<file path="config.mk">
export PLATFORM = sky130hd
export DESIGN_NAME = zip_stored_entry_parser
export DESIGN_NICKNAME = d
export VERILOG_FILES = /design/src/rtl/core/zsep_pkg.sv /design/src/rtl/core/zip_stored_entry_parser.sv /design/src/rtl/core/zsep_front.sv /design/src/rtl/core/zsep_fifo.sv /design/src/rtl/core/zsep_back.sv
export SDC_FILE = /design/constraint.sdc
export NUM_CORES = 1
export LEC_CHECK = 0
export BUFFER_PORTS_ARGS = -buffer_cell sky130_fd_sc_hd__buf_2
export CORE_MARGIN = 2
export CORE_UTILIZATION = 40
export CTS_CLUSTER_DIAMETER = 40
export DETAILED_ROUTE_END_ITERATION = 10
export SYNTH_ARGS = -nofsm -noshare
export SYNTH_HDL_FRONTEND = slang
export SYNTH_SLANG_ARGS = --single-unit
</file>
<file path="constraint.sdc">
create_clock -name aclk -period 5 [get_ports aclk]
set_clock_uncertainty 0.2 [all_clocks]
set_input_delay 0.25 -clock aclk [delete_from_list [all_inputs] [get_ports aclk]]
set_output_delay 0.25 -clock aclk [all_outputs]
set_load 0.01 [all_outputs]
</file>
<file path="src/rtl/core/zsep_pkg.sv">
`default_nettype none

package zsep_pkg;

    localparam int QUEUE_DEPTH = 4;

    localparam logic [1:0] KIND_NAME   = 2'd0;
    localparam logic [1:0] KIND_DATA   = 2'd1;
    localparam logic [1:0] KIND_REPORT = 2'd2;

    typedef struct packed {
        logic [7:0] in_byte;
        logic       end_of_stream;
    } in_item_t;

    typedef struct packed {
        logic [1:0] kind;
        logic [7:0] out_byte;
        logic       name_end;
        logic       accept;
        logic       data_end;
        logic       status;
        logic       entry_cut;
        logic       last;
    } out_item_t;

    // One queue entry holds everything a single input byte caused:
    // an optional name or data byte and an optional end report.
    typedef struct packed {
        logic       has_byte;
        logic [1:0] kind;
        logic [7:0] out_byte;
        logic       name_end;
        logic       accept;
        logic       data_end;
        logic       has_report;
        logic       status;
        logic       entry_cut;
    } queue_entry_t;

endpackage

`default_nettype wire

</file>
<file path="src/rtl/core/zip_stored_entry_parser.sv">
`default_nettype none

// Streaming parser for the local entries of a stored ZIP archive, one archive byte per
// request on the s_ side. The front end hunts for the local header signature, reads the
// 30-byte header and tracks the name, extra and data regions as each byte is accepted;
// it writes what each byte produces into a small queue, and the back end drains that queue
// into a registered m_ side, one result per cycle while m_ready allows. Sustained rate is
// one byte per cycle while the queue has room; a byte with end_of_stream that also yields
// a name or data byte produces two results, the byte and the end report, which the queue
// absorbs. Each result is queued as its byte is accepted, then registered onto the m_ side.
// After the end report the parser is back in its reset state, ready for the next archive.
module zip_stored_entry_parser #(
    parameter int QUEUE_DEPTH = zsep_pkg::QUEUE_DEPTH
) (
    input  wire logic                aclk,
    input  wire logic                aresetn,
    input  wire logic                s_valid,
    output logic                     s_ready,
    input  wire zsep_pkg::in_item_t  s_data,
    output logic                     m_valid,
    input  wire logic                m_ready,
    output zsep_pkg::out_item_t      m_data
);
    import zsep_pkg::*;

    logic         q_push, q_full, q_pop, q_empty;
    queue_entry_t q_wdata, q_rdata;

    zsep_front u_front (
        .aclk    (aclk),
        .aresetn (aresetn),
        .s_valid (s_valid),
        .s_ready (s_ready),
        .s_data  (s_data),
        .q_full  (q_full),
        .q_push  (q_push),
        .q_data  (q_wdata)
    );

    zsep_fifo #(
        .DEPTH (QUEUE_DEPTH)
    ) u_fifo (
        .aclk      (aclk),
        .aresetn   (aresetn),
        .push      (q_push),
        .push_data (q_wdata),
        .full      (q_full),
        .pop       (q_pop),
        .pop_data  (q_rdata),
        .empty     (q_empty)
    );

    zsep_back u_back (
        .aclk    (aclk),
        .aresetn (aresetn),
        .q_empty (q_empty),
        .q_data  (q_rdata),
        .q_pop   (q_pop),
        .m_valid (m_valid),
        .m_ready (m_ready),
        .m_data  (m_data)
    );

endmodule

`default_nettype wire

</file>
<file path="src/rtl/core/zsep_front.sv">
`default_nettype none

module zsep_front (
    input  wire logic                   aclk,
    input  wire logic                   aresetn,
    input  wire logic                   s_valid,
    output logic                        s_ready,
    input  wire zsep_pkg::in_item_t     s_data,
    input  wire logic                   q_full,
    output logic                        q_push,
    output zsep_pkg::queue_entry_t      q_data
);
    import zsep_pkg::*;

    localparam logic [2:0] PH_HUNT   = 3'd0;
    localparam logic [2:0] PH_HEADER = 3'd1;
    localparam logic [2:0] PH_NAME   = 3'd2;
    localparam logic [2:0] PH_EXTRA  = 3'd3;
    localparam logic [2:0] PH_DATA   = 3'd4;

    localparam logic [7:0] SIG_0 = 8'h50;
    localparam logic [7:0] SIG_1 = 8'h4B;
    localparam logic [7:0] SIG_2 = 8'h03;
    localparam logic [7:0] SIG_3 = 8'h04;
    localparam logic [7:0] SLASH = 8'h2F;

    localparam logic [4:0] HDR_FIRST   = 5'd4;
    localparam logic [4:0] HDR_LAST    = 5'd29;
    localparam logic [4:0] MIN_ARCHIVE = 5'd22;

    localparam logic [4:0] OFS_METHOD_LO = 5'd8;
    localparam logic [4:0] OFS_METHOD_HI = 5'd9;
    localparam logic [4:0] OFS_PACKED_0  = 5'd18;
    localparam logic [4:0] OFS_PACKED_1  = 5'd19;
    localparam logic [4:0] OFS_PACKED_2  = 5'd20;
    localparam logic [4:0] OFS_PACKED_3  = 5'd21;
    localparam logic [4:0] OFS_PLAIN_0   = 5'd22;
    localparam logic [4:0] OFS_PLAIN_1   = 5'd23;
    localparam logic [4:0] OFS_PLAIN_2   = 5'd24;
    localparam logic [4:0] OFS_PLAIN_3   = 5'd25;
    localparam logic [4:0] OFS_NAME_LO   = 5'd26;
    localparam logic [4:0] OFS_NAME_HI   = 5'd27;
    localparam logic [4:0] OFS_EXTRA_LO  = 5'd28;
    localparam logic [4:0] OFS_EXTRA_HI  = 5'd29;

    logic [2:0]  phase_reg,          phase_next;
    logic [1:0]  sig_matched_reg,    sig_matched_next;
    logic [4:0]  header_index_reg,   header_index_next;
    logic [15:0] method_code_reg,    method_code_next;
    logic [31:0] packed_size_reg,    packed_size_next;
    logic [31:0] plain_size_reg,     plain_size_next;
    logic [15:0] name_length_reg,    name_length_next;
    logic [15:0] extra_length_reg,   extra_length_next;
    logic [31:0] remaining_reg,      remaining_next;
    logic [4:0]  byte_total_reg,     byte_total_next;
    logic        entry_accepted_reg, entry_accepted_next;

    logic        take;
    logic [7:0]  b;
    logic [7:0]  sig_expected;
    logic [31:0] rem_dec;
    logic [15:0] extra_full;
    logic        name_ok;

    assign s_ready = !q_full;
    assign take    = s_valid && !q_full;
    assign b       = s_data.in_byte;
    assign rem_dec = remaining_reg - 32'd1;

    always_comb begin
        case (sig_matched_reg)
            2'd0:    sig_expected = SIG_0;
            2'd1:    sig_expected = SIG_1;
            2'd2:    sig_expected = SIG_2;
            default: sig_expected = SIG_3;
        endcase
    end

    always_comb begin
        phase_next          = phase_reg;
        sig_matched_next    = sig_matched_reg;
        header_index_next   = header_index_reg;
        method_code_next    = method_code_reg;
        packed_size_next    = packed_size_reg;
        plain_size_next     = plain_size_reg;
        name_length_next    = name_length_reg;
        extra_length_next   = extra_length_reg;
        remaining_next      = remaining_reg;
        entry_accepted_next = entry_accepted_reg;
        byte_total_next     = (byte_total_reg < MIN_ARCHIVE) ?
                              byte_total_reg + 5'd1 : byte_total_reg;
        extra_full          = {b, extra_length_reg[7:0]};
        name_ok             = 1'b0;
        q_data              = '0;

        case (phase_reg)
            PH_HUNT: begin
                if (b == sig_expected) begin
                    if (sig_matched_reg == 2'd3) begin
                        phase_next          = PH_HEADER;
                        header_index_next   = HDR_FIRST;
                        sig_matched_next    = 2'd0;
                        method_code_next    = '0;
                        packed_size_next    = '0;
                        plain_size_next     = '0;
                        name_length_next    = '0;
                        extra_length_next   = '0;
                        entry_accepted_next = 1'b0;
                    end else begin
                        sig_matched_next = sig_matched_reg + 2'd1;
                    end
                end else begin
                    sig_matched_next = (b == SIG_0) ? 2'd1 : 2'd0;
                end
            end
            PH_HEADER: begin
                case (header_index_reg)
                    OFS_METHOD_LO: method_code_next[7:0]   = b;
                    OFS_METHOD_HI: method_code_next[15:8]  = b;
                    OFS_PACKED_0:  packed_size_next[7:0]   = b;
                    OFS_PACKED_1:  packed_size_next[15:8]  = b;
                    OFS_PACKED_2:  packed_size_next[23:16] = b;
                    OFS_PACKED_3:  packed_size_next[31:24] = b;
                    OFS_PLAIN_0:   plain_size_next[7:0]    = b;
                    OFS_PLAIN_1:   plain_size_next[15:8]   = b;
                    OFS_PLAIN_2:   plain_size_next[23:16]  = b;
                    OFS_PLAIN_3:   plain_size_next[31:24]  = b;
                    OFS_NAME_LO:   name_length_next[7:0]   = b;
                    OFS_NAME_HI:   name_length_next[15:8]  = b;
                    OFS_EXTRA_LO:  extra_length_next[7:0]  = b;
                    OFS_EXTRA_HI:  extra_length_next[15:8] = b;
                    default: ;
                endcase
                if (header_index_reg >= HDR_LAST) begin
                    header_index_next   = '0;
                    entry_accepted_next = 1'b0;
                    if (name_length_reg != 16'd0) begin
                        phase_next     = PH_NAME;
                        remaining_next = {16'd0, name_length_reg};
                    end else if (extra_full != 16'd0) begin
                        phase_next     = PH_EXTRA;
                        remaining_next = {16'd0, extra_full};
                    end else if (packed_size_reg != 32'd0) begin
                        phase_next     = PH_DATA;
                        remaining_next = packed_size_reg;
                    end else begin
                        phase_next       = PH_HUNT;
                        sig_matched_next = 2'd0;
                    end
                end else begin
                    header_index_next = header_index_reg + 5'd1;
                end
            end
            PH_NAME: begin
                remaining_next   = rem_dec;
                q_data.has_byte  = 1'b1;
                q_data.kind      = KIND_NAME;
                q_data.out_byte  = b;
                if (rem_dec == 32'd0) begin
                    name_ok = (method_code_reg == 16'd0) &&
                              (packed_size_reg == plain_size_reg) && (b != SLASH);
                    q_data.name_end     = 1'b1;
                    q_data.accept       = name_ok;
                    entry_accepted_next = name_ok;
                    if (extra_length_reg != 16'd0) begin
                        phase_next     = PH_EXTRA;
                        remaining_next = {16'd0, extra_length_reg};
                    end else if (packed_size_reg != 32'd0) begin
                        phase_next     = PH_DATA;
                        remaining_next = packed_size_reg;
                    end else begin
                        phase_next       = PH_HUNT;
                        sig_matched_next = 2'd0;
                    end
                end
            end
            PH_EXTRA: begin
                remaining_next = rem_dec;
                if (rem_dec == 32'd0) begin
                    if (packed_size_reg != 32'd0) begin
                        phase_next     = PH_DATA;
                        remaining_next = packed_size_reg;
                    end else begin
                        phase_next       = PH_HUNT;
                        sig_matched_next = 2'd0;
                    end
                end
            end
            default: begin
                remaining_next = rem_dec;
                if (entry_accepted_reg) begin
                    q_data.has_byte = 1'b1;
                    q_data.kind     = KIND_DATA;
                    q_data.out_byte = b;
                    q_data.data_end = (rem_dec == 32'd0);
                end
                if (rem_dec == 32'd0) begin
                    phase_next          = PH_HUNT;
                    sig_matched_next    = 2'd0;
                    entry_accepted_next = 1'b0;
                end
            end
        endcase

        if (s_data.end_of_stream) begin
            q_data.has_report   = 1'b1;
            q_data.status       = (byte_total_next < MIN_ARCHIVE);
            q_data.entry_cut    = (phase_next != PH_HUNT);
            phase_next          = PH_HUNT;
            sig_matched_next    = '0;
            header_index_next   = '0;
            method_code_next    = '0;
            packed_size_next    = '0;
            plain_size_next     = '0;
            name_length_next    = '0;
            extra_length_next   = '0;
            remaining_next      = '0;
            byte_total_next     = '0;
            entry_accepted_next = 1'b0;
        end
    end

    assign q_push = take && (q_data.has_byte || q_data.has_report);

    always_ff @(posedge aclk) begin
        if (!aresetn) begin
            phase_reg          <= PH_HUNT;
            sig_matched_reg    <= '0;
            header_index_reg   <= '0;
            method_code_reg    <= '0;
            packed_size_reg    <= '0;
            plain_size_reg     <= '0;
            name_length_reg    <= '0;
            extra_length_reg   <= '0;
            remaining_reg      <= '0;
            byte_total_reg     <= '0;
            entry_accepted_reg <= 1'b0;
        end else if (take) begin
            phase_reg          <= phase_next;
            sig_matched_reg    <= sig_matched_next;
            header_index_reg   <= header_index_next;
            method_code_reg    <= method_code_next;
            packed_size_reg    <= packed_size_next;
            plain_size_reg     <= plain_size_next;
            name_length_reg    <= name_length_next;
            extra_length_reg   <= extra_length_next;
            remaining_reg      <= remaining_next;
            byte_total_reg     <= byte_total_next;
            entry_accepted_reg <= entry_accepted_next;
        end
    end

endmodule

`default_nettype wire

</file>
<file path="src/rtl/core/zsep_fifo.sv">
`default_nettype none

module zsep_fifo #(
    parameter int DEPTH = zsep_pkg::QUEUE_DEPTH
) (
    input  wire logic                   aclk,
    input  wire logic                   aresetn,
    input  wire logic                   push,
    input  wire zsep_pkg::queue_entry_t push_data,
    output logic                        full,
    input  wire logic                   pop,
    output zsep_pkg::queue_entry_t      pop_data,
    output logic                        empty
);
    import zsep_pkg::*;

    localparam int PW = $clog2(DEPTH);
    localparam int CW = $clog2(DEPTH + 1);
    localparam logic [PW-1:0] PTR_LAST = PW'(DEPTH - 1);
    localparam logic [CW-1:0] CNT_FULL = CW'(DEPTH);

    queue_entry_t  mem [DEPTH];
    logic [PW-1:0] wr_ptr_reg, wr_ptr_next;
    logic [PW-1:0] rd_ptr_reg, rd_ptr_next;
    logic [CW-1:0] count_reg,  count_next;
    logic          do_push, do_pop;

    assign full     = (count_reg == CNT_FULL);
    assign empty    = (count_reg == '0);
    assign do_push  = push && !full;
    assign do_pop   = pop && !empty;
    assign pop_data = mem[rd_ptr_reg];

    always_comb begin
        wr_ptr_next = wr_ptr_reg;
        rd_ptr_next = rd_ptr_reg;
        count_next  = count_reg;
        if (do_push) begin
            wr_ptr_next = (wr_ptr_reg == PTR_LAST) ? '0 : wr_ptr_reg + PW'(1);
        end
        if (do_pop) begin
            rd_ptr_next = (rd_ptr_reg == PTR_LAST) ? '0 : rd_ptr_reg + PW'(1);
        end
        if (do_push && !do_pop) begin
            count_next = count_reg + CW'(1);
        end else if (do_pop && !do_push) begin
            count_next = count_reg - CW'(1);
        end
    end

    always_ff @(posedge aclk) begin
        if (do_push) begin
            mem[wr_ptr_reg] <= push_data;
        end
    end

    always_ff @(posedge aclk) begin
        if (!aresetn) begin
            wr_ptr_reg <= '0;
            rd_ptr_reg <= '0;
            count_reg  <= '0;
        end else begin
            wr_ptr_reg <= wr_ptr_next;
            rd_ptr_reg <= rd_ptr_next;
            count_reg  <= count_next;
        end
    end

endmodule

`default_nettype wire

</file>
<file path="src/rtl/core/zsep_back.sv">
`default_nettype none

module zsep_back (
    input  wire logic                   aclk,
    input  wire logic                   aresetn,
    input  wire logic                   q_empty,
    input  wire zsep_pkg::queue_entry_t q_data,
    output logic                        q_pop,
    output logic                        m_valid,
    input  wire logic                   m_ready,
    output zsep_pkg::out_item_t         m_data
);
    import zsep_pkg::*;

    logic      m_valid_reg, m_valid_next;
    out_item_t m_data_reg,  m_data_next;
    logic      pend_reg,    pend_next;
    logic      pend_status_reg, pend_status_next;
    logic      pend_cut_reg,    pend_cut_next;
    logic      out_free;

    assign out_free = !m_valid_reg || m_ready;
    assign q_pop    = out_free && !pend_reg && !q_empty;
    assign m_valid  = m_valid_reg;
    assign m_data   = m_data_reg;

    always_comb begin
        m_valid_next     = m_valid_reg;
        m_data_next      = m_data_reg;
        pend_next        = pend_reg;
        pend_status_next = pend_status_reg;
        pend_cut_next    = pend_cut_reg;

        if (out_free) begin
            m_valid_next = 1'b0;
            if (pend_reg) begin
                m_valid_next          = 1'b1;
                m_data_next           = '0;
                m_data_next.kind      = KIND_REPORT;
                m_data_next.status    = pend_status_reg;
                m_data_next.entry_cut = pend_cut_reg;
                m_data_next.last      = 1'b1;
                pend_next             = 1'b0;
            end else if (!q_empty) begin
                m_valid_next = 1'b1;
                m_data_next  = '0;
                if (q_data.has_byte) begin
                    m_data_next.kind     = q_data.kind;
                    m_data_next.out_byte = q_data.out_byte;
                    m_data_next.name_end = q_data.name_end;
                    m_data_next.accept   = q_data.accept;
                    m_data_next.data_end = q_data.data_end;
                    m_data_next.last     = !q_data.has_report;
                    pend_next            = q_data.has_report;
                    pend_status_next     = q_data.status;
                    pend_cut_next        = q_data.entry_cut;
                end else begin
                    m_data_next.kind      = KIND_REPORT;
                    m_data_next.status    = q_data.status;
                    m_data_next.entry_cut = q_data.entry_cut;
                    m_data_next.last      = 1'b1;
                end
            end
        end
    end

    always_ff @(posedge aclk) begin
        m_data_reg      <= m_data_next;
        pend_status_reg <= pend_status_next;
        pend_cut_reg    <= pend_cut_next;
    end

    always_ff @(posedge aclk) begin
        if (!aresetn) begin
            m_valid_reg <= 1'b0;
            pend_reg    <= 1'b0;
        end else begin
            m_valid_reg <= m_valid_next;
            pend_reg    <= pend_next;
        end
    end

endmodule

`default_nettype wire
</file>
==> impl_metrics.json, run 1 <==
{
  "clk-insertion-delay-late_ps": 520,
  "yosysTopAreaCellShare_pct": 26.22,
  "synthTopCellsByCount": "200 x nor2_1, 171 x dfxtp_1, 116 x mux2i_1",
  "fill_cells": 3121,
  "maxSlewHeadroom_pct": 28.39,
  "cts_sinks": 253,
  "rows": 66,
  "ir_drop_uv": 283.0,
  "synth_nets": 1401,
  "fmax_mhz": 238.8,
  "synth_top_family_by_area": "simple AND/OR/NAND/NOR gates",
  "combinationalPowerShare_pct": 24.0,
  "finalHoldViolCount": 0,
  "switchingPower_mw": 2.077,
  "cts_buffers": 37,
  "clkTransAtPathRegs_ps": 60,
  "die_area_mm2": 0.03410,
  "grt_pass1_vias": 10270,
  "wirelength_um": 39220,
  "wl_per_cell_um": 21.12,
  "area_delta_synth_final_pct": 14.81,
  "start_kind": "flip-flop",
  "root_buffer": "clkbuf_16",
  "cts_buffer_depth": 3,
  "internal_power_mw": 4.767,
  "arrival_ps": 4220,
  "worstMarginPinSlew_ps": 1070,
  "power_frac_clock_pct": 40.8,
  "route.detailed.drc": 0,
  "synthAdderAreaFrac_pct": 1.782,
  "fin_tns_setup_ps": 0,
  "post-route-period-util_pct": 83.77,
  "synthMostInstantiatedCell": "nor2_1",
  "finalCoreUtilization_pct": 46.31,
  "grt_pass1_wl_um": 60770,
  "synth_mux_area_share_pct": 11.74,
  "fp.dieW_um": 184.7,
  "synth_edf_count": 82,
  "synth_cells": 1370,
  "initialDrtViolationCount": 926,
  "io_pins": 31,
  "antenna_found_initial": 2,
  "cts_resized": 0,
  "drtAntennaViolNets": 0,
  "vias": 10830,
  "ys_top_cells_by_area": "dfxtp_1 26%, edfxtp_1 19%, mux2i_1 8.9%",
  "largest_register_ffs": 64,
  "switching_share_pct": 30.34,
  "synth_ff_type": "dfxtp_1",
  "post_route_cells_drive_above_1_share_pct": 11.74,
  "gp_congestion": 0.9467,
  "ys_ff_latch": 253,
  "fin_crit_ps": 4188,
  "cp_max_fo": 10,
  "synth-simple-area-share_pct": 20.75,
  "multiInputGateArea_mm2": 0.006675,
  "avgViaCountPerCell": 5.829,
  "cts_max_level": 2,
  "slew_viol_final": 0,
  "synth-compound-area-share_pct": 12.63,
  "required_ps": 5040,
  "portBuffers": 30,
  "cts_tree": "built",
  "rsz0062_at_grt": "no",
  "outcome": "finished, final reports clean",
  "firstDrtPassIters": 6,
  "seq_area_frac_synth_pct": 45.07,
  "synth-xor-area-share_pct": 4.226,
  "async_reset_ff_share_pct": 0,
  "worstSetupPathType": "reg2reg",
  "seqCellArea_mm2": 0.005886,
  "coreArea_mm2": 0.03237,
  "p_seq_share_pct": 35.2,
  "leakagePower_nw": 6.014,
  "hold_class": "in2reg",
  "dp.final_hpwl_um": 27280,
  "end_kind": "flip-flop",
  "power_density_mw_per_mm2": 456.5,
  "top_register": "u_fifo.mem",
  "finalSetupViolations": 0,
  "yosysWarnings": 0,
  "avgSynthCellArea_um2": 9.531,
  "synth_area_mm2": 0.01306,
  "grt_max_degree": 99,
  "layout.nets": 1417,
  "grt_overflow": 0,
  "grt_use_total_pct": 23.16,
  "synth_cell_types": 81,
  "drv_cap": 0,
  "yosysTopAreaCell": "dfxtp_1",
  "die_h_um": 184.7,
  "initial_core_util_pct": 40.34
}
-- per-layer routing --
layer  vias up  track usage (%)  wire, um
met4         0            8.921      1337
li1       5069                -         -
met5         -                0         0
met2       454            36.89     17950
met1      5203            31.32     17200
met3        99            4.149      2727
-- final timing paths --
check	startpoint	to	slack, ps	cells past startpoint
worst max-delay path	u_front.remaining_reg[0]	u_fifo.mem[0][0]	810	10
worst min-delay path	s_data[0]	u_fifo.mem[0][2]	30	1
worst max register to register	u_front.remaining_reg[0]	u_fifo.mem[0][0]	810	10
worst min register to register	u_front.entry_accepted_reg	u_front.entry_accepted_reg	270	2
-- power by group through the flow --
| stage | clock network, mW | registers (mW) | logic, mW |
|---|---|---|---|
| floorplan | 0 | 2.45 | 1.21 |
| global placement | 0 | 2.45 | 1.62 |
| detailed placement | 0 | 2.45 | 1.63 |
| CTS | 2.83 | 2.41 | 1.64 |
| global route | 2.91 | 2.43 | 1.79 |
| finish | 2.79 | 2.41 | 1.64 |
-- placed cells by master, fill, tap and decap left out, types with 19 or more instances in the layout --
| master | count |
|---|---|
| nor4_1 | 41 |
| buf_4 | 30 |
| dfxtp_1 | 171 |
| o21ai_0 | 47 |
| inv_1 | 35 |
| nand3_1 | 28 |
| buf_2 | 30 |
| edfxtp_1 | 82 |
| xnor2_1 | 33 |
| nor2_1 | 200 |
| clkbuf_16 | 38 |
| nand2_1 | 79 |
| and2_1 | 19 |
| nor3_1 | 33 |
| a21oi_1 | 48 |
| a31oi_1 | 19 |
| mux2i_1 | 116 |
| nand4_1 | 26 |
| xor2_1 | 30 |
-- cell families (layout without fill, tap and decap cells) --
family                     count (synthesis)  in the layout
DFF                                      253            253
AOI/OAI and AO/OA                        247            247
and+or+nand+nor                          534            534
adders and majority gates                 18             18
muxes                                    133            133
buffers and inverters                    122            166
xor gates and xnor gates                  63             63
other                                      0              1
-- critical path, cell delays in order (launching register included) --
cell and delay [ps]:
dfxtp_1 360, inv_1 120, ha_1 350, or4b_2 650
nor2_1 140, xnor2_1 130, or4b_2 670, or4_1 470
o31ai_1 250, a21oi_1 140, a41oi_1 450
-- what timing repair did --
| item | CTS | global route |
|---|---|---|
| endpoints found under the hold margin | 6 | 0 |
| hold buffers | 2 | 0 |
| setup buffers | 0 | 0 |
| setup endpoints to repair | 0 | 0 |
-- through the flow --
stage	hold slack (ps)	power, mW	area, um^2	setup slack (ps)	instances
after CTS	16.95	6.883	14990	873.7	1856
after detailed placement	271.2	4.081	13630	894.9	1787
after floorplan	148.9	3.657	13060	1323	1370
after global placement	255.7	4.073	13630	1024	1787
final	31.18	6.844	14990	811.6	1857
after global routing	45.31	7.142	14990	559.0	1856
-- cell type report --
type	instances	area share [%]
clock buffer	41	6.485
tap	442	3.689
timing repair buffer	62	2.637
inverter	37	0.9431
multi-input combinational	995	44.53
antenna	1	0.01669
sequential	253	39.26
clock inverter	26	2.445
Note: power is estimated with default switching activity, not from simulation.
==> run 2: changes to the inputs <==
- clock period: 5 -> 3.8 ns (I/O delays scaled with it)
==> run 2 against run 1 <==
Effect of this change: critical path type unchanged; cell count up 4.3%; hold slack worse by 6.0 ps; cell area up 4.9%; count of clock-buffer cells in the layout up 6; fmax up 12%; core utilization up 2.3 points; critical path depth up 2; non-clock buffer count up 72; first-iteration DRC count down 13%; clock power up 37%; largest cell class unchanged; highest routed layer unchanged.
==> impl_metrics.json, run 2 (synthesis gave the netlist of run 1 again) <==
{
  "whs_path_depth": 2,
  "ir_drop_uv": 410.4,
  "start_kind": "flip-flop",
  "rows": 66,
  "clk-insertion-delay-late_ps": 540,
  "insertedDiodeCount": 0,
  "power_density_mw_per_mm2": 597.3,
  "die_h_um": 184.7,
  "finalHoldViolCount": 0,
  "grt_overflow": 0,
  "drtAntennaViolNets": 0,
  "largest_register_ffs": 64,
  "cts_tree": "built",
  "arrival_ps": 3930,
  "outcome": "finished, final reports clean",
  "post_route_cells_drive_above_1_share_pct": 16.79,
  "cp_max_fo": 4,
  "root_buffer": "clkbuf_16",
  "cts_max_level": 2,
  "finalCoreUtilization_pct": 48.59,
  "fill_cells": 3081,
  "fin_crit_ps": 3746,
  "grt_pass1_wl_um": 62890,
  "layout_commonest_cell": "nor2_1",
  "firstDrtPassIters": 5,
  "die_area_mm2": 0.03410,
  "avgViaCountPerCell": 5.714,
  "coreArea_mm2": 0.03237,
  "vias": 11070,
  "r2r-end": "u_fifo.mem[3][0]",
  "dp.final_hpwl_um": 28760,
  "grt_max_degree": 96,
  "initial_core_util_pct": 40.34,
  "wirelength_um": 40730,
  "finalSetupViolations": 0,
  "grt_pass1_vias": 10780,
  "antenna_found_initial": 0,
  "worstSetupPathType": "reg2reg",
  "cts_sinks": 253,
  "cts_buffer_depth": 3,
  "final_cell_mix": "200 x nor2_1, 171 x dfxtp_1, 116 x mux2i_1",
  "leakagePower_nw": 6.448,
  "io_pins": 31,
  "top_register": "u_fifo.mem",
  "portBuffers": 30,
  "worstHoldStart": "s_data[6]",
  "drv_cap": 0,
  "rsz0062_at_grt": "yes",
  "place_area_mm2": 0.01414,
  "initialDrtViolationCount": 804,
  "clkTransAtPathRegs_ps": 50,
  "r2r-start": "u_front.remaining_reg[0]",
  "required_ps": 3980,
  "cts_buffers": 41,
  "maxSlewHeadroom_pct": 34.10,
  "layout.nets": 1493,
  "fp.dieW_um": 184.7,
  "slew_viol_final": 0,
  "hold_path_end": "u_fifo.mem[0][11]",
  "grt_use_total_pct": 23.96,
  "fmax_mhz": 267.0,
  "hold_class": "in2reg",
  "end_kind": "flip-flop",
  "area_delta_synth_final_pct": 20.45,
  "r2r_slack_ps": 50,
  "post-route-period-util_pct": 98.58,
  "gp_congestion": 0.9215,
  "wl_per_cell_um": 21.03,
  "worst_hold_slack_ps": 25.18,
  "worstMarginPinSlew_ps": 988.4,
  "fin_area_mm2": 0.01573,
  "route.detailed.drc": 0,
  "reg2regPathDepth": 12
}
## run 2: cell count changes in the layout (fill, tap and decap cells not counted), sizes merged
| cell | before | now |
|---|---|---|
| buf | 60 | 126 |
| clkbuf | 41 | 47 |
| dlygate4sd3 | 2 | 8 |
| inv | 43 | 49 |
| bufinv | 7 | 4 |
| diode | 1 | 0 |
## run 2: stage by stage
| stage | total power [mW] | setup TNS (ps) | std cells | worst slack (ps) |
|---|---|---|---|---|
| after floorplan | 4.812 | 0 | 1370 | 123.1 |
| after global placement | 5.547 | 0 | 1852 | 114.1 |
| after detailed placement | 5.559 | 0 | 1852 | 65.43 |
| after CTS | 9.422 | 0 | 1936 | 20.00 |
| after global routing | 9.828 | -713.0 | 1937 | -42.37 |
| final | 9.393 | 0 | 1937 | 54.00 |
## run 2: how the worst max path moves through the flow
stage | startpoint | endpoint | cells past startpoint
finish | u_front.remaining_reg[0] | u_fifo.mem[3][0] | 12
global route | u_front.sig_matched_reg[0] | u_front.plain_size_reg[25] | 11
CTS | u_front.remaining_reg[18] | u_front.remaining_reg[12] | 10
detailed placement | u_front.remaining_reg[18] | u_front.remaining_reg[12] | 10
global placement | u_front.remaining_reg[0] | u_fifo.mem[0][0] | 12
floorplan | u_front.remaining_reg[0] | u_fifo.mem[0][0] | 11
## run 2: cell type report
cell class / count / area, um^2 / area share, %
Multi-Input combinational cell: 995 / 6731 / 42.80
Sequential cell: 253 / 5886 / 37.42
Clock buffer: 47 / 1070 / 6.802
Timing Repair Buffer: 134 / 983.4 / 6.253
Tap cell: 442 / 553.0 / 3.516
Clock inverter: 29 / 362.8 / 2.307
Inverter: 37 / 141.4 / 0.8990
## run 2: routing by layer
| layer | GRT usage, % | part of all wire, % | up-vias |
|---|---|---|---|
| li1 | - | - | 5212 |
| met1 | 31.11 | 43 | 5347 |
| met2 | 40.29 | 47 | 405 |
| met3 | 3.695 | 6.3 | 104 |
| met4 | 9.016 | 3.4 | 0 |
| met5 | 0 | 0 | - |
## run 2: timing repair
action | 4_1_cts | 5_1_grt
endpoints found under the setup margin | 0 | 69
hold endpoints to repair | 31 | 0
buffers inserted | 0 | 1
gates resized for setup | 0 | 13
hold buffers | 8 | 0
## run 2: report_power, final
group	switching, mW	internal, mW	leakage (nW)
logic	1.39	1.03	3.58
clock network	1.45	2.37	0.694
registers	0.113	3.04	2.17
total	2.95	6.44	6.45
## run 2: worst max-delay path, cell delays in order (launching register included)
cell and delay [ps]:
dfxtp_1 310, inv_1 80, ha_1 200, or4b_2 620
nor2_1 140, xnor2_1 90, or4b_2 670, or4_4 450
o31ai_2 210, buf_4 160, a21oi_1 80, a41oi_1 220
buf_4 180
==> run 3: changes to the inputs <==
- GPL_TIMING_DRIVEN: default -> 0
==> run 3 against run 2 <==
Effect of this change: die area did not move; routed wire length increased by 3.6%; combinational power is 6% higher; critical endpoint is now u_front.remaining_reg[12].
==> impl_metrics.json, run 3 (synthesis gave the netlist of run 1 again) <==
{
  "grt_pass1_vias": 10830,
  "vias": 11430,
  "leakagePower_nw": 6.257,
  "worstSetupPathType": "reg2reg",
  "rsz0062_at_grt": "yes",
  "largest_register_ffs": 64,
  "finalSetupViolations": 0,
  "die_area_mm2": 0.03410,
  "grt_pass1_wl_um": 63580,
  "arrival_ps": 3940,
  "rows": 66,
  "grt_max_degree": 19,
  "outcome": "finished, final reports clean",
  "cts_tree": "built",
  "cts_buffer_depth": 3,
  "combinationalPowerShare_pct": 27.0,
  "power_frac_clock_pct": 39.7,
  "end_kind": "flip-flop",
  "fmax_mhz": 267.4,
  "cts_max_level": 2,
  "antenna_found_initial": 0,
  "gp_congestion": 0.9180,
  "cp_max_fo": 18,
  "grt_overflow": 0,
  "wl_per_cell_um": 21.71,
  "worst_hold_slack_ps": 5.274,
  "initial_core_util_pct": 40.34,
  "fin_crit_ps": 3740,
  "critPathTopFamily": "simple AND/OR/NAND/NOR gates",
  "top_register": "u_fifo.mem",
  "setup_ws_ps": 60.49,
  "final_cell_mix": "198 x nor2_1, 168 x dfxtp_1, 116 x mux2i_1",
  "start_kind": "flip-flop",
  "clk-insertion-delay-late_ps": 550,
  "firstDrtPassIters": 5,
  "io_pins": 31,
  "cp_slowest_cell": "or4_4",
  "route.detailed.drc": 0,
  "worstHoldStart": "s_data[7]",
  "switchingPower_mw": 3.032,
  "area_delta_synth_final_pct": 20.85,
  "grt_use_total_pct": 24.58,
  "switching_share_pct": 32.02,
  "fill_cells": 3143,
  "cts_sinks": 253,
  "layout_commonest_cell": "nor2_1",
  "slew_viol_final": 0,
  "cpPeakStageDelay_ps": 570,
  "cp_num_buf_inv": 5,
  "maxSlewHeadroom_pct": 32.56,
  "dp.final_hpwl_um": 29750,
  "post_route_cells_drive_above_1_share_pct": 15.65,
  "power_density_mw_per_mm2": 600.0,
  "fp.dieW_um": 184.7,
  "drv_cap": 0,
  "place_ws_ps": -772.8,
  "wirelength_um": 42200,
  "coreArea_mm2": 0.03237,
  "p_seq_share_pct": 33.3,
  "clkTransAtPathRegs_ps": 50,
  "insertedDiodeCount": 0,
  "finalHoldViolCount": 0,
  "cts_buffers": 41,
  "portBuffers": 30,
  "p_total_mw": 9.468,
  "cp-startpoint": "u_front.remaining_reg[6]",
  "drtAntennaViolNets": 0,
  "die_h_um": 184.7,
  "root_buffer": "clkbuf_16",
  "post-route-period-util_pct": 98.41,
  "fin_tns_setup_ps": 0,
  "path_cells": "buf_6 -> or4_4 -> buf_12 -> nor4_4 -> buf_6 -> a31oi_4 -> nor4_2 -> nor4bb_4 -> buf_4 -> and3_1 -> buf_8 -> nor3_1 -> nor4_2",
  "hold_class": "in2reg",
  "avgViaCountPerCell": 5.882,
  "layout.nets": 1500,
  "internal_power_mw": 6.436,
  "r2r-start": "u_front.remaining_reg[6]",
  "worstMarginPinSlew_ps": 998.9,
  "ir_drop_uv": 331.2,
  "initialDrtViolationCount": 1142,
  "required_ps": 4000
}
## run 3: routing by layer
metal / wire (um) / GRT usage, % / part of all wire [%]
met2: 18950 / 39.29 / 45
met1: 17660 / 31.69 / 42
met4: 2354 / 12.16 / 5.6
met3: 3236 / 5.019 / 7.7
met5: 0 / 0 / 0
## run 3: worst reg2reg max path, delay by kind of cell, from the launching register on
kind            cells  cell delay, ps
simple gates        7            2180
flops               1             300
buf+inv             5             830
compound gates      1              90
## run 3: power by group through the flow
stage | Sequential, mW | Combinational (mW) | Clock, mW
floorplan | 3.23 | 1.59 | 0
global placement | 3.19 | 2.19 | 0
detailed placement | 3.19 | 2.21 | 0
CTS | 3.15 | 2.40 | 3.80
global route | 3.18 | 2.78 | 3.92
finish | 3.15 | 2.56 | 3.76
## run 3: final timing paths
path / endpoint / slack (ps) / cells past startpoint
min reg2reg: u_front.method_code_reg[6] / 300 / 2
max: u_front.remaining_reg[12] / 60 / 13
max reg2reg: u_front.remaining_reg[12] / 60 / 13
min: u_fifo.mem[1][12] / 5 / 2
## run 3: cell type report
cell class | count | area (um^2) | area share [%]
clock inverter | 29 | 352.8 | 2.236
sequential | 253 | 5889 | 37.32
multi-input combinational | 995 | 6982 | 44.24
tap | 442 | 553.0 | 3.505
timing repair buffer | 64 | 451.7 | 2.862
clock buffer | 47 | 1059 | 6.708
inverter | 37 | 138.9 | 0.8801
buffer | 77 | 354.1 | 2.244
## run 3: stage by stage
step / instances / cell area, um^2 / utilization, %
after CTS: 1930 / 15500 / 47.90
after global placement: 1842 / 13760 / 42.51
final: 1944 / 15780 / 48.75
after detailed placement: 1842 / 13760 / 42.51
after global routing: 1944 / 15780 / 48.75
after floorplan: 1370 / 13060 / -
## run 3: timing repair
item,4_1_cts,5_1_grt
cloned,0,1
pin swaps,7,12
hold endpoints to repair,30,0
setup buffers,12,12
hold buffers,8,0
setup endpoints to repair,159,143
gates resized for setup,50,43
